## src/rtl/gcd_pkg.sv

```systemverilog
package gcd_pkg;

    localparam int NUM_DENOMS = 12;
    localparam int VALUE_BITS = 13;
    localparam int COUNT_BITS = 8;
    localparam int REM_BITS   = 13;

    typedef logic [VALUE_BITS-1:0] value_t;
    typedef logic [COUNT_BITS-1:0] count_t;
    typedef logic [REM_BITS-1:0]   rem_t;

    localparam value_t FIRST_DENOM = 13'd5000;

    localparam value_t DENOMS [NUM_DENOMS] = '{
        13'd5000, 13'd2000, 13'd1000, 13'd500, 13'd200, 13'd100,
        13'd50,   13'd20,   13'd10,   13'd5,   13'd2,   13'd1
    };

    // token, remainder and carried count passed from cell to cell
    typedef struct packed {
        logic   tok;
        rem_t   rem;
        count_t cnt;
    } link_t;

    // one result word, all zero when not valid so sources can be or-ed
    typedef struct packed {
        logic   vld;
        value_t value;
        count_t count;
        logic   invalid;
        logic   last;
    } res_t;

endpackage

```

## src/rtl/gcd_in_if.sv

```systemverilog
interface gcd_in_if #(
    parameter int AMOUNT_BITS = 20
);
    logic                   valid;
    logic                   ready;
    logic [AMOUNT_BITS-1:0] due_amount;
    logic [AMOUNT_BITS-1:0] paid_amount;

    modport source (output valid, output due_amount, output paid_amount, input ready);
    modport sink   (input valid, input due_amount, input paid_amount, output ready);
endinterface

```

## src/rtl/gcd_out_if.sv

```systemverilog
interface gcd_out_if;
    logic                   valid;
    logic                   ready;
    logic [12:0]            coin_value;
    logic [7:0]             coin_count;
    logic                   invalid_payment;
    logic                   last_result;

    modport source (output valid, output coin_value, output coin_count,
                    output invalid_payment, output last_result, input ready);
    modport sink   (input valid, input coin_value, input coin_count,
                    input invalid_payment, input last_result, output ready);
endinterface

```

## src/rtl/gcd_front.sv

```systemverilog
module gcd_front #(
    parameter int AB = 20
) (
    input  logic           clk,
    input  logic           rst_n,
    input  logic           adv,
    input  logic           take,
    input  logic [AB-1:0]  due,
    input  logic [AB-1:0]  paid,
    output gcd_pkg::link_t link,
    output gcd_pkg::res_t  special
);

    localparam int CH    = (AB > 14) ? AB : 14;
    localparam int SHIFT = CH + 13;
    localparam int MB    = CH + 1;
    localparam int QB    = CH - 12;
    localparam int PW    = CH + MB;
    localparam int DW    = QB + 13;
    localparam int QW    = (QB + 1 > 8) ? QB + 1 : 9;
    localparam logic [63:0]   MAGIC_FULL = (64'd1 << SHIFT) / 64'(gcd_pkg::FIRST_DENOM);
    localparam logic [MB-1:0] MAGIC      = MAGIC_FULL[MB-1:0];
    localparam logic [13:0]   D14        = 14'(gcd_pkg::FIRST_DENOM);

    logic          v1_reg, v1_next;
    logic          v2_reg, v2_next;
    logic          v3_reg, v3_next;
    logic          v4_reg, v4_next;
    logic [CH-1:0] diff1_reg, diff2_reg, diff3_reg;
    logic          neg1_reg, zero1_reg;
    logic [PW-1:0] prod2_reg;
    logic [QB-1:0] q3_reg, q4_reg;
    logic [DW-1:0] qd3_reg;
    logic [13:0]   r4_reg;

    logic [CH-1:0] due_x, paid_x;
    logic          is_special;
    logic [QB-1:0] q_est;
    logic [DW-1:0] r_full;
    logic [13:0]   r_fix;
    logic [QB:0]   q_fix;
    logic [QW-1:0] q_wide;

    assign due_x      = CH'(due);
    assign paid_x     = CH'(paid);
    assign is_special = neg1_reg || zero1_reg;
    assign q_est      = prod2_reg[SHIFT +: QB];
    assign r_full     = DW'(diff3_reg) - qd3_reg;

    always_comb
    begin
        v1_next = take ? 1'b1 : (adv ? 1'b0 : v1_reg);
        v2_next = adv ? (v1_reg && !is_special) : v2_reg;
        v3_next = adv ? v2_reg : v3_reg;
        v4_next = adv ? v3_reg : v4_reg;
    end

    always_ff @(posedge clk or negedge rst_n)
    begin
        if (!rst_n)
        begin
            v1_reg <= 1'b0;
            v2_reg <= 1'b0;
            v3_reg <= 1'b0;
            v4_reg <= 1'b0;
        end
        else
        begin
            v1_reg <= v1_next;
            v2_reg <= v2_next;
            v3_reg <= v3_next;
            v4_reg <= v4_next;
        end
    end

    always_ff @(posedge clk)
    begin
        if (take)
        begin
            diff1_reg <= paid_x - due_x;
            neg1_reg  <= paid_x < due_x;
            zero1_reg <= paid_x == due_x;
        end
        if (adv)
        begin
            // quotient estimate by reciprocal, low by at most one
            diff2_reg <= diff1_reg;
            prod2_reg <= PW'(diff1_reg) * PW'(MAGIC);
            diff3_reg <= diff2_reg;
            q3_reg    <= q_est;
            qd3_reg   <= DW'(q_est) * DW'(gcd_pkg::FIRST_DENOM);
            q4_reg    <= q3_reg;
            r4_reg    <= r_full[13:0];
        end
    end

    always_comb
    begin
        if (r4_reg >= D14)
        begin
            r_fix = r4_reg - D14;
            q_fix = {1'b0, q4_reg} + (QB+1)'(1);
        end
        else
        begin
            r_fix = r4_reg;
            q_fix = {1'b0, q4_reg};
        end
        q_wide   = QW'(q_fix);
        link.tok = v4_reg;
        link.rem = r_fix[gcd_pkg::REM_BITS-1:0];
        link.cnt = (|q_wide[QW-1:8]) ? 8'hFF : q_wide[7:0];
    end

    always_comb
    begin
        special         = '0;
        special.vld     = v1_reg && is_special;
        special.invalid = v1_reg && neg1_reg;
        special.last    = v1_reg && is_special;
    end

endmodule

```

## src/rtl/gcd_cell.sv

```systemverilog
module gcd_cell #(
    parameter gcd_pkg::value_t DENOM = 13'd1
) (
    input  logic           clk,
    input  logic           rst_n,
    input  logic           adv,
    input  gcd_pkg::link_t in_link,
    output gcd_pkg::link_t out_link,
    output gcd_pkg::res_t  res
);

    localparam logic [13:0] D1 = {1'b0, DENOM};
    localparam logic [13:0] D2 = {DENOM, 1'b0};

    logic            tok_reg, tok_next;
    gcd_pkg::rem_t   rem_reg;
    gcd_pkg::count_t cnt_reg;

    logic [13:0]     r14;
    logic [13:0]     r_after;
    logic [1:0]      q;
    gcd_pkg::count_t cnt;

    assign tok_next = adv ? in_link.tok : tok_reg;

    always_ff @(posedge clk or negedge rst_n)
    begin
        if (!rst_n)
        begin
            tok_reg <= 1'b0;
        end
        else
        begin
            tok_reg <= tok_next;
        end
    end

    always_ff @(posedge clk)
    begin
        if (adv)
        begin
            rem_reg <= in_link.rem;
            cnt_reg <= in_link.cnt;
        end
    end

    // remainder below three times this denomination after the larger cells
    always_comb
    begin
        r14 = {1'b0, rem_reg};
        if (r14 >= D2)
        begin
            q       = 2'd2;
            r_after = r14 - D2;
        end
        else if (r14 >= D1)
        begin
            q       = 2'd1;
            r_after = r14 - D1;
        end
        else
        begin
            q       = 2'd0;
            r_after = r14;
        end
        cnt = cnt_reg + gcd_pkg::COUNT_BITS'(q);
    end

    always_comb
    begin
        out_link.tok = tok_reg && (r_after != '0);
        out_link.rem = r_after[gcd_pkg::REM_BITS-1:0];
        out_link.cnt = '0;
        res          = '0;
        if (tok_reg && (cnt != '0))
        begin
            res.vld   = 1'b1;
            res.value = DENOM;
            res.count = cnt;
            res.last  = (r_after == '0);
        end
    end

endmodule

```

## src/rtl/greedy_change_dispenser_core.sv

```systemverilog
// greedy coin change over twelve denominations, 5000 down to 1 cent
//
// req carries due_amount and paid_amount; rsp returns one word per
// denomination with a nonzero count, largest first, last_result on the
// final one. an exact payment gives one word with value and count zero,
// an underpayment one word with invalid_payment set.
//
// one item is worked on at a time: req.ready drops on accept and rises as
// the item's last word enters the output register. an exact or short
// payment's word goes from the first front register straight into the
// output register; change words follow as a token walks the row of
// twelve cells, one denomination per cycle while rsp is not stalled.
// a three stage reciprocal multiply ahead of the row divides by 5000.
//
// a stalled rsp freezes the row and the front stages; the output register
// holds its word until taken. reset empties the pipeline and output
// register; no memory needs clearing.
module greedy_change_dispenser_core #(
    parameter int AMOUNT_BITS = 20
) (
    input  logic      clk,
    input  logic      rst_n,
    gcd_in_if.sink    req,
    gcd_out_if.source rsp
);

    localparam int N = gcd_pkg::NUM_DENOMS;

    logic          busy_reg, busy_next;
    logic          out_vld_reg, out_vld_next;
    gcd_pkg::res_t out_res_reg;

    logic           take;
    logic           adv;
    gcd_pkg::link_t links [N];
    gcd_pkg::res_t  cell_res [N];
    gcd_pkg::res_t  special;
    gcd_pkg::res_t  merged;

    assign take      = req.valid && !busy_reg;
    assign req.ready = !busy_reg;
    assign adv       = !(out_vld_reg && !rsp.ready);

    gcd_front #(
        .AB(AMOUNT_BITS)
    ) u_front (
        .clk     (clk),
        .rst_n   (rst_n),
        .adv     (adv),
        .take    (take),
        .due     (req.due_amount),
        .paid    (req.paid_amount),
        .link    (links[0]),
        .special (special)
    );

    for (genvar i = 0; i < N; i++)
    begin : g_cell
        if (i < N - 1)
        begin : g_mid
            gcd_cell #(
                .DENOM(gcd_pkg::DENOMS[i])
            ) u_cell (
                .clk      (clk),
                .rst_n    (rst_n),
                .adv      (adv),
                .in_link  (links[i]),
                .out_link (links[i+1]),
                .res      (cell_res[i])
            );
        end
        else
        begin : g_end
            gcd_cell #(
                .DENOM(gcd_pkg::DENOMS[i])
            ) u_cell (
                .clk      (clk),
                .rst_n    (rst_n),
                .adv      (adv),
                .in_link  (links[i]),
                .out_link (),
                .res      (cell_res[i])
            );
        end
    end

    // at most one source holds a valid word in any cycle
    always_comb
    begin
        merged = special;
        for (int i = 0; i < N; i++)
        begin
            merged = gcd_pkg::res_t'(merged | cell_res[i]);
        end
    end

    always_comb
    begin
        out_vld_next = adv ? merged.vld : out_vld_reg;
        busy_next    = busy_reg;
        if (take)
        begin
            busy_next = 1'b1;
        end
        else if (adv && merged.vld && merged.last)
        begin
            busy_next = 1'b0;
        end
    end

    always_ff @(posedge clk or negedge rst_n)
    begin
        if (!rst_n)
        begin
            busy_reg    <= 1'b0;
            out_vld_reg <= 1'b0;
        end
        else
        begin
            busy_reg    <= busy_next;
            out_vld_reg <= out_vld_next;
        end
    end

    always_ff @(posedge clk)
    begin
        if (adv)
        begin
            out_res_reg <= merged;
        end
    end

    assign rsp.valid           = out_vld_reg;
    assign rsp.coin_value      = out_res_reg.value;
    assign rsp.coin_count      = out_res_reg.count;
    assign rsp.invalid_payment = out_res_reg.invalid;
    assign rsp.last_result     = out_res_reg.last;

endmodule

```

## src/flat_wrapper.sv

```systemverilog
// flat-port wrapper written by rule: the top's interface ports become plain ports
module greedy_change_dispenser_core_flat 
#(
    parameter int AMOUNT_BITS = 20
)
  (clk, rst_n, req_valid, req_due_amount, req_paid_amount, req_ready, rsp_valid, rsp_coin_value, rsp_coin_count, rsp_invalid_payment, rsp_last_result, rsp_ready);
  gcd_in_if #(.AMOUNT_BITS(AMOUNT_BITS)) req_i ();
  gcd_out_if rsp_i ();
  input  logic clk;
  input  logic rst_n;
  input wire logic [$bits(req_i.valid)-1:0] req_valid;
  input wire logic [$bits(req_i.due_amount)-1:0] req_due_amount;
  input wire logic [$bits(req_i.paid_amount)-1:0] req_paid_amount;
  output wire logic [$bits(req_i.ready)-1:0] req_ready;
  output wire logic [$bits(rsp_i.valid)-1:0] rsp_valid;
  output wire logic [$bits(rsp_i.coin_value)-1:0] rsp_coin_value;
  output wire logic [$bits(rsp_i.coin_count)-1:0] rsp_coin_count;
  output wire logic [$bits(rsp_i.invalid_payment)-1:0] rsp_invalid_payment;
  output wire logic [$bits(rsp_i.last_result)-1:0] rsp_last_result;
  input wire logic [$bits(rsp_i.ready)-1:0] rsp_ready;
  assign req_i.valid = req_valid;
  assign req_i.due_amount = req_due_amount;
  assign req_i.paid_amount = req_paid_amount;
  assign req_ready = req_i.ready;
  assign rsp_valid = rsp_i.valid;
  assign rsp_coin_value = rsp_i.coin_value;
  assign rsp_coin_count = rsp_i.coin_count;
  assign rsp_invalid_payment = rsp_i.invalid_payment;
  assign rsp_last_result = rsp_i.last_result;
  assign rsp_i.ready = rsp_ready;
  greedy_change_dispenser_core #(.AMOUNT_BITS(AMOUNT_BITS)) u_core (.clk(clk), .rst_n(rst_n), .req(req_i), .rsp(rsp_i));
endmodule
```

## config.mk

```make
export PLATFORM = sky130hd
export DESIGN_NAME = greedy_change_dispenser_core_flat
export DESIGN_NICKNAME = d
export VERILOG_FILES = /design/src/rtl/gcd_pkg.sv /design/src/rtl/gcd_in_if.sv /design/src/rtl/gcd_out_if.sv /design/src/rtl/gcd_front.sv /design/src/rtl/gcd_cell.sv /design/src/rtl/greedy_change_dispenser_core.sv /design/src/flat_wrapper.sv
export SDC_FILE = /design/constraint.sdc
export NUM_CORES = 1
export LEC_CHECK = 0
export BUFFER_PORTS_ARGS = -buffer_cell sky130_fd_sc_hd__buf_2
export CORE_MARGIN = 2
export CORE_UTILIZATION = 57
export CTS_BUF_LIST = sky130_fd_sc_hd__clkbuf_8
export DETAILED_ROUTE_END_ITERATION = 12
export PLACE_DENSITY_LB_ADDON = 0.25
export SYNTH_ARGS = -nofsm -noshare
export SYNTH_HDL_FRONTEND = slang
export SYNTH_HIERARCHICAL = 1
export SYNTH_SLANG_ARGS = --single-unit
```

## constraint.sdc

```tcl
create_clock -name clk -period 9.1 [get_ports clk]
set_input_delay 0.455 -clock clk [delete_from_list [all_inputs] [get_ports clk]]
set_output_delay 0.455 -clock clk [all_outputs]
set_load 0.005 [all_outputs]
```

# Word-level counts from Yosys, hierarchy flattened
# Cells that the tools add are included.
totals:
  out_inout_bits: 25
  inputBits: 44
  wordCells: 265
  register_bits: 336
op_classes:
  reduce_logical: 71
  multipliers: 2
  addsub: 29
  eq_ne: 2
  mux: 78
  n_lt_le_gt_ge: 26
  n_bitwise: 12
op_table:
  columns: ["operator", "count"]
  rows:
  - ["two-way mux 14 bit", 24]
  - ["bitwise OR 24 bit", 12]
  - ["two-way mux 22 bit", 12]
  - ["logical NOT 14 bit", 12]
  - ["nonzero test 14 bit", 11]
  - ["nonzero test 8 bit", 12]
  - ["multiplier 20 x 20 -> 40 bit, second input constant", 1]
  - ["logical AND 1 bit", 30]
  - ["two-way mux 1 bit", 28]
  - ["subtractor 13 x 10 -> 14 bit, second input constant", 2]
  - ["subtractor 13 x 11 -> 14 bit, second input constant", 2]
  - ["subtractor 13 x 2 -> 14 bit, second input constant", 2]
  - ["subtractor 13 x 3 -> 14 bit, second input constant", 2]
  - ["subtractor 13 x 4 -> 14 bit, second input constant", 2]
  - ["subtractor 13 x 5 -> 14 bit, second input constant", 2]
  - ["subtractor 13 x 6 -> 14 bit, second input constant", 2]
  - ["subtractor 13 x 7 -> 14 bit, second input constant", 2]
  - ["subtractor 13 x 8 -> 14 bit, second input constant", 2]
  - ["subtractor 13 x 9 -> 14 bit, second input constant", 2]
  - [">= comparator 13 x 10 -> 1 bit, second input constant", 2]
  - [">= comparator 13 x 11 -> 1 bit, second input constant", 2]
  - [">= comparator 13 x 2 -> 1 bit, second input constant", 2]
  - [">= comparator 13 x 3 -> 1 bit, second input constant", 2]
  - [">= comparator 13 x 4 -> 1 bit, second input constant", 2]
  - ["other kinds (29)", 48]

# Logic depth before layout (Yosys ltp)
depth:
  ltp_word: 23
  ltp_mapped: 21
  ltp_nobuf: 21

# Cells and area by module
# The synthesis kept the hierarchy.
modules_own_cells:
  columns: ["module", "cells_each", "area_each_um2", "seq_area_each_um2", "instances"]
  rows:
  - ["gcd_front", 1224, 12754.7, 2952.8, 1]
  - ["gcd_cell at u_core.g_cell[3].g_mid.u_cell", 216, 1983.2, 655.6, 1]
  - ["gcd_cell at u_core.g_cell[9].g_mid.u_cell", 195, 1866.8, 655.6, 1]
  - ["gcd_cell at u_core.g_cell[7].g_mid.u_cell", 190, 1830.5, 655.6, 1]
  - ["gcd_cell at u_core.g_cell[4].g_mid.u_cell", 190, 1813.0, 655.6, 1]
  - ["gcd_cell at u_core.g_cell[2].g_mid.u_cell", 177, 1796.7, 655.6, 1]
  - ["gcd_cell at u_core.g_cell[8].g_mid.u_cell", 181, 1796.7, 655.6, 1]
  - ["gcd_cell at u_core.g_cell[5].g_mid.u_cell", 173, 1730.4, 655.6, 1]
  - ["gcd_cell at u_core.g_cell[11].g_end.u_cell", 162, 1686.6, 655.6, 1]
  - ["gcd_cell at u_core.g_cell[6].g_mid.u_cell", 167, 1645.3, 655.6, 1]
  - ["gcd_cell at u_core.g_cell[10].g_mid.u_cell", 160, 1640.3, 655.6, 1]
  - ["gcd_cell at u_core.g_cell[1].g_mid.u_cell", 162, 1637.8, 655.6, 1]
  - ["gcd_cell at u_core.g_cell[0].g_mid.u_cell", 147, 1485.2, 655.6, 1]
  - ["greedy_change_dispenser_core", 151, 1443.9, 740.7, 1]

# Worst setup path before layout
# Ideal clock, no wire load.
synth_path:
  kind: "in2reg"
  from: "input port rsp_ready"
  to: "register u_core.g_cell[0].g_mid.u_cell.tok_reg"
  stages: 2
  setup_slack_ns: -1.491
  arrival_time_ns: 10.479
  setup_ns: 0.112
  n_path_buf: 0
  required_time_ns: 8.988
  path_cell_list: "nand2b_1 > mux2_2"
synth_between:
  elab_chain_cells: 2
synth_rtl:
  columns: ["element", "line", "text"]
  rows:
  - ["start: declaration", "flat_wrapper.sv:20", "input wire logic [$bits(rsp_i.ready)-1:0] rsp_ready;"]
  - ["logical NOT 1 bit", "greedy_change_dispenser_core.sv:42", "assign adv = !(out_vld_reg && !rsp.ready);"]
  - ["logical AND 1 bit", "greedy_change_dispenser_core.sv:42", null]
  - ["end signal: assignment", "gcd_cell.sv:34", "tok_reg <= tok_next;"]
  - ["end: declaration", "gcd_cell.sv:15", "logic tok_reg, tok_next;"]
# Every way passes these cells.
# A chain may end at the register's enable or synchronous reset.

# Worst setup path after layout
layout_path:
  from: "register u_core.u_front.diff1_reg[11]"
  to: "register u_core.u_front.prod2_reg[38] (data pin)"
layout_between:
  elab_chain_cells: 1
layout_rtl:
  columns: ["element", "line", "text"]
  rows:
  - ["start: declaration", "gcd_front.sv:29", "logic [CH-1:0] diff1_reg, diff2_reg, diff3_reg;"]
  - ["start signal: assignment", "gcd_front.sv:80", "diff1_reg <= paid_x - due_x;"]
  - ["multiplier 20 x 20 -> 40 bit", "gcd_front.sv:88", "prod2_reg <= PW'(diff1_reg) * PW'(MAGIC);"]
  - ["end signal: assignment", "gcd_front.sv:88", null]
  - ["end: declaration", "gcd_front.sv:31", "logic [PW-1:0] prod2_reg;"]
# Every way passes these cells.

==> results.toml <==
[run_status]
status = "finished, final reports clean"

[drt]
wl_per_cell_um = 17.93
routed_wl_um = 77460
via_per_inst = 5.628
drt_iter0_drc = 1683
drc = 0
vias = 24310
ant_nets = 0
first_pass_iters = 7

[global_route]
grt_max_degree = 77
track_usage_pct = 24.74
grt_pass1_wl_um = 124700
grt_pass1_vias = 23560
grt.overflow.total = 0
antenna_found_initial = 2

[timing]
rsz0062_at_grt = "no"
finalCritPeriodShare_pct = 68.72
setup_ws_ns = 2.846
hold_viol_final = 0
clock.fmax_mhz = 159.9
max_slew_margin_pct = 36.52
setup_violations = 0
tns_ns = 0
clock_skew_ns = 0.03098
min_period_ns = 6.254
slew_viol_final = 0
worst_pin_slew_ns = 0.9523

[flow_run]
cap_violations = 0

[synth]
yosys_warnings = 6
synth_area_per_cell_um2 = 10.06
syn_area_mm2 = 0.03496
synthCells = 3475

[worst_hold_path]
hp-start = "req_valid"
hold_class = "in -> reg"
holdPathStages = 3
worstHoldEndpoint = "u_core/busy_reg$_DFFE_PN0P_"

[setup_path]
reg2reg_from = "u_core/u_front/diff1_reg[11]$_DFFE_PP_"
required_ns = 9.47
worst_ep_arrival_time_ns = 6.62
r2r_cells = 19
cp_cell_sequence = "ha_1 -> fa_1 -> inv_1 -> fa_1 -> fa_1 -> inv_1 -> fa_1 -> fa_1 -> inv_1 -> fa_1 -> inv_1 -> ha_1 -> o21a_1 -> o21ai_0 -> or3_1 -> a311o_1 -> a31oi_1 -> nor2_1 -> xnor2_1"
slowest_stage = "fa_1"
critPathMaxStageDelay_ns = 0.56
crit_fanout = 6
worst-setup-path-type = "reg -> reg"
r2r_slack_ns = 2.85
r2r_end = "u_core/u_front/prod2_reg[38]$_DFFE_PP_"
crit_top_cell = "fa_1"
worstSetupEndpointType = "register"
start_kind = "register"

[clock_network]
cts_tree = "yes"
post-cts-setup-buffers = 0
clock-sinks = 388
cts_buffers = 72
clk_pin_slew_ns = 0.06
hold_buffers = 1
cts_root_buffer = "clkbuf_8"
post_cts_resized = 0
clock_latency_ns = 0.65
cts.htree.levels = 3
clk_path_buf_depth = 3

[placed_design]
hpwl_um = 61500
port_buffers = 68
place_ws_ns = 2.855
place_congestion = 0.9511

[floorplanning]
core.rowCount = 90
die_h_um = 251.7
start_util_pct = 57.82
io_pins = 69
coreArea_mm2 = 0.06047
die_area_mm2 = 0.06334
die_x_um = 251.7

[cells_and_area]
area_growth_pct = 2.992
largest_reg_flops = 143
drive_above_1_share_pct = 9.047
nNetsFinal = 3997

[power_and_ir_drop]
powerDensity_mw_per_mm2 = 160.8
p_leak_nw = 15.60
vdd_drop_max_mv = 0.1011
-- placed cells by master, fill, tap and decap left out, drive strengths merged, types with 13 or more instances in the layout --
cell,n
inv,437
edfxtp,370
ha,325
conb,237
nor2,215
fa,147
nand2,142
xnor2,119
a21oi,106
o21ai,98
nor4,95
nor3,94
clkbuf,79
nand4,77
xor2,76
buf,75
and2,69
nand3,69
a211oi,46
nor2b,44
a21o,40
nand2b,31
or3,30
o211ai,27
and3,27
a31oi,25
or2,23
clkinv,23
mux2i,22
o21a,19
dfrtp,18
or4,18
o31ai,15
o31a,14
a41oi,13
o41ai,13
mux2,13
-- where the power goes --
group / internal, W / switching (W) / total [W]
clock network: 0.000947 / 0.000768 / 0.00171
registers: 0.00224 / 0.000421 / 0.00266
logic: 0.000616 / 0.000797 / 0.00141
-- stage by stage --
step / cell area (um2) / power (W) / std cells / hold slack (ns) / util, %
floorplan: 35810 / 0.003784 / 3699 / 0.1594 / -
global placement: 34540 / 0.004062 / 4188 / 0.4014 / 57.12
detailed placement: 34540 / 0.004068 / 4188 / 0.4052 / 57.12
CTS: 36010 / 0.005810 / 4319 / 0.1260 / 59.55
global route: 36010 / 0.006114 / 4320 / 0.1610 / 59.55
finish: 36010 / 0.005792 / 4320 / 0.1906 / 59.55
-- worst max-delay path by stage --
stage	from	endpoint
after floorplan	rsp_ready	u_core/g_cell[0].g_mid.u_cell/tok_reg$_DFFE_PN0P_
after global placement	u_core/u_front/diff1_reg[5]$_DFFE_PP_	u_core/u_front/prod2_reg[35]$_DFFE_PP_
after detailed placement	u_core/u_front/diff1_reg[13]$_DFFE_PP_	u_core/u_front/prod2_reg[35]$_DFFE_PP_
after CTS	u_core/u_front/diff1_reg[6]$_DFFE_PP_	u_core/u_front/prod2_reg[35]$_DFFE_PP_
after global routing	u_core/u_front/diff1_reg[13]$_DFFE_PP_	u_core/u_front/prod2_reg[35]$_DFFE_PP_
final	u_core/u_front/diff1_reg[11]$_DFFE_PP_	u_core/u_front/prod2_reg[38]$_DFFE_PP_
-- routing by layer --
metal | global-route usage, % | part of all wire, % | vias up
met3 | 3.828 | 4.9 | 135
met1 | 31.73 | 43 | 11610
li1 | - | - | 11960
met5 | 0 | 0.017 | -
met2 | 43.09 | 49 | 606
met4 | 7.534 | 2.7 | 2
-- cell type report --
type / count / area, um2
Sequential cell: 388 / 11560
Antenna cell: 1 / 2.502
Fill cell: 5155 / 24460
Clock inverter: 51 / 372.9
Inverter: 418 / 1574
Clock buffer: 79 / 1087
Tap cell: 782 / 978.4
Multi-Input combinational cell: 2525 / 20030
Timing Repair Buffer: 76 / 402.9
-- worst max-delay path, delay by kind of cell (launching register included) --
kind | cells | cell delay [ns]
AO/OA/AOI/OAI | 4 | 0.86
XOR/XNOR | 1 | 0.12
adder cells (fa/ha/maj) | 8 | 3.86
buffers and inverters | 4 | 0.20
flip-flops | 1 | 0.52
AND/OR/NAND/NOR | 2 | 0.42
Power figures use the tool's default switching activity.
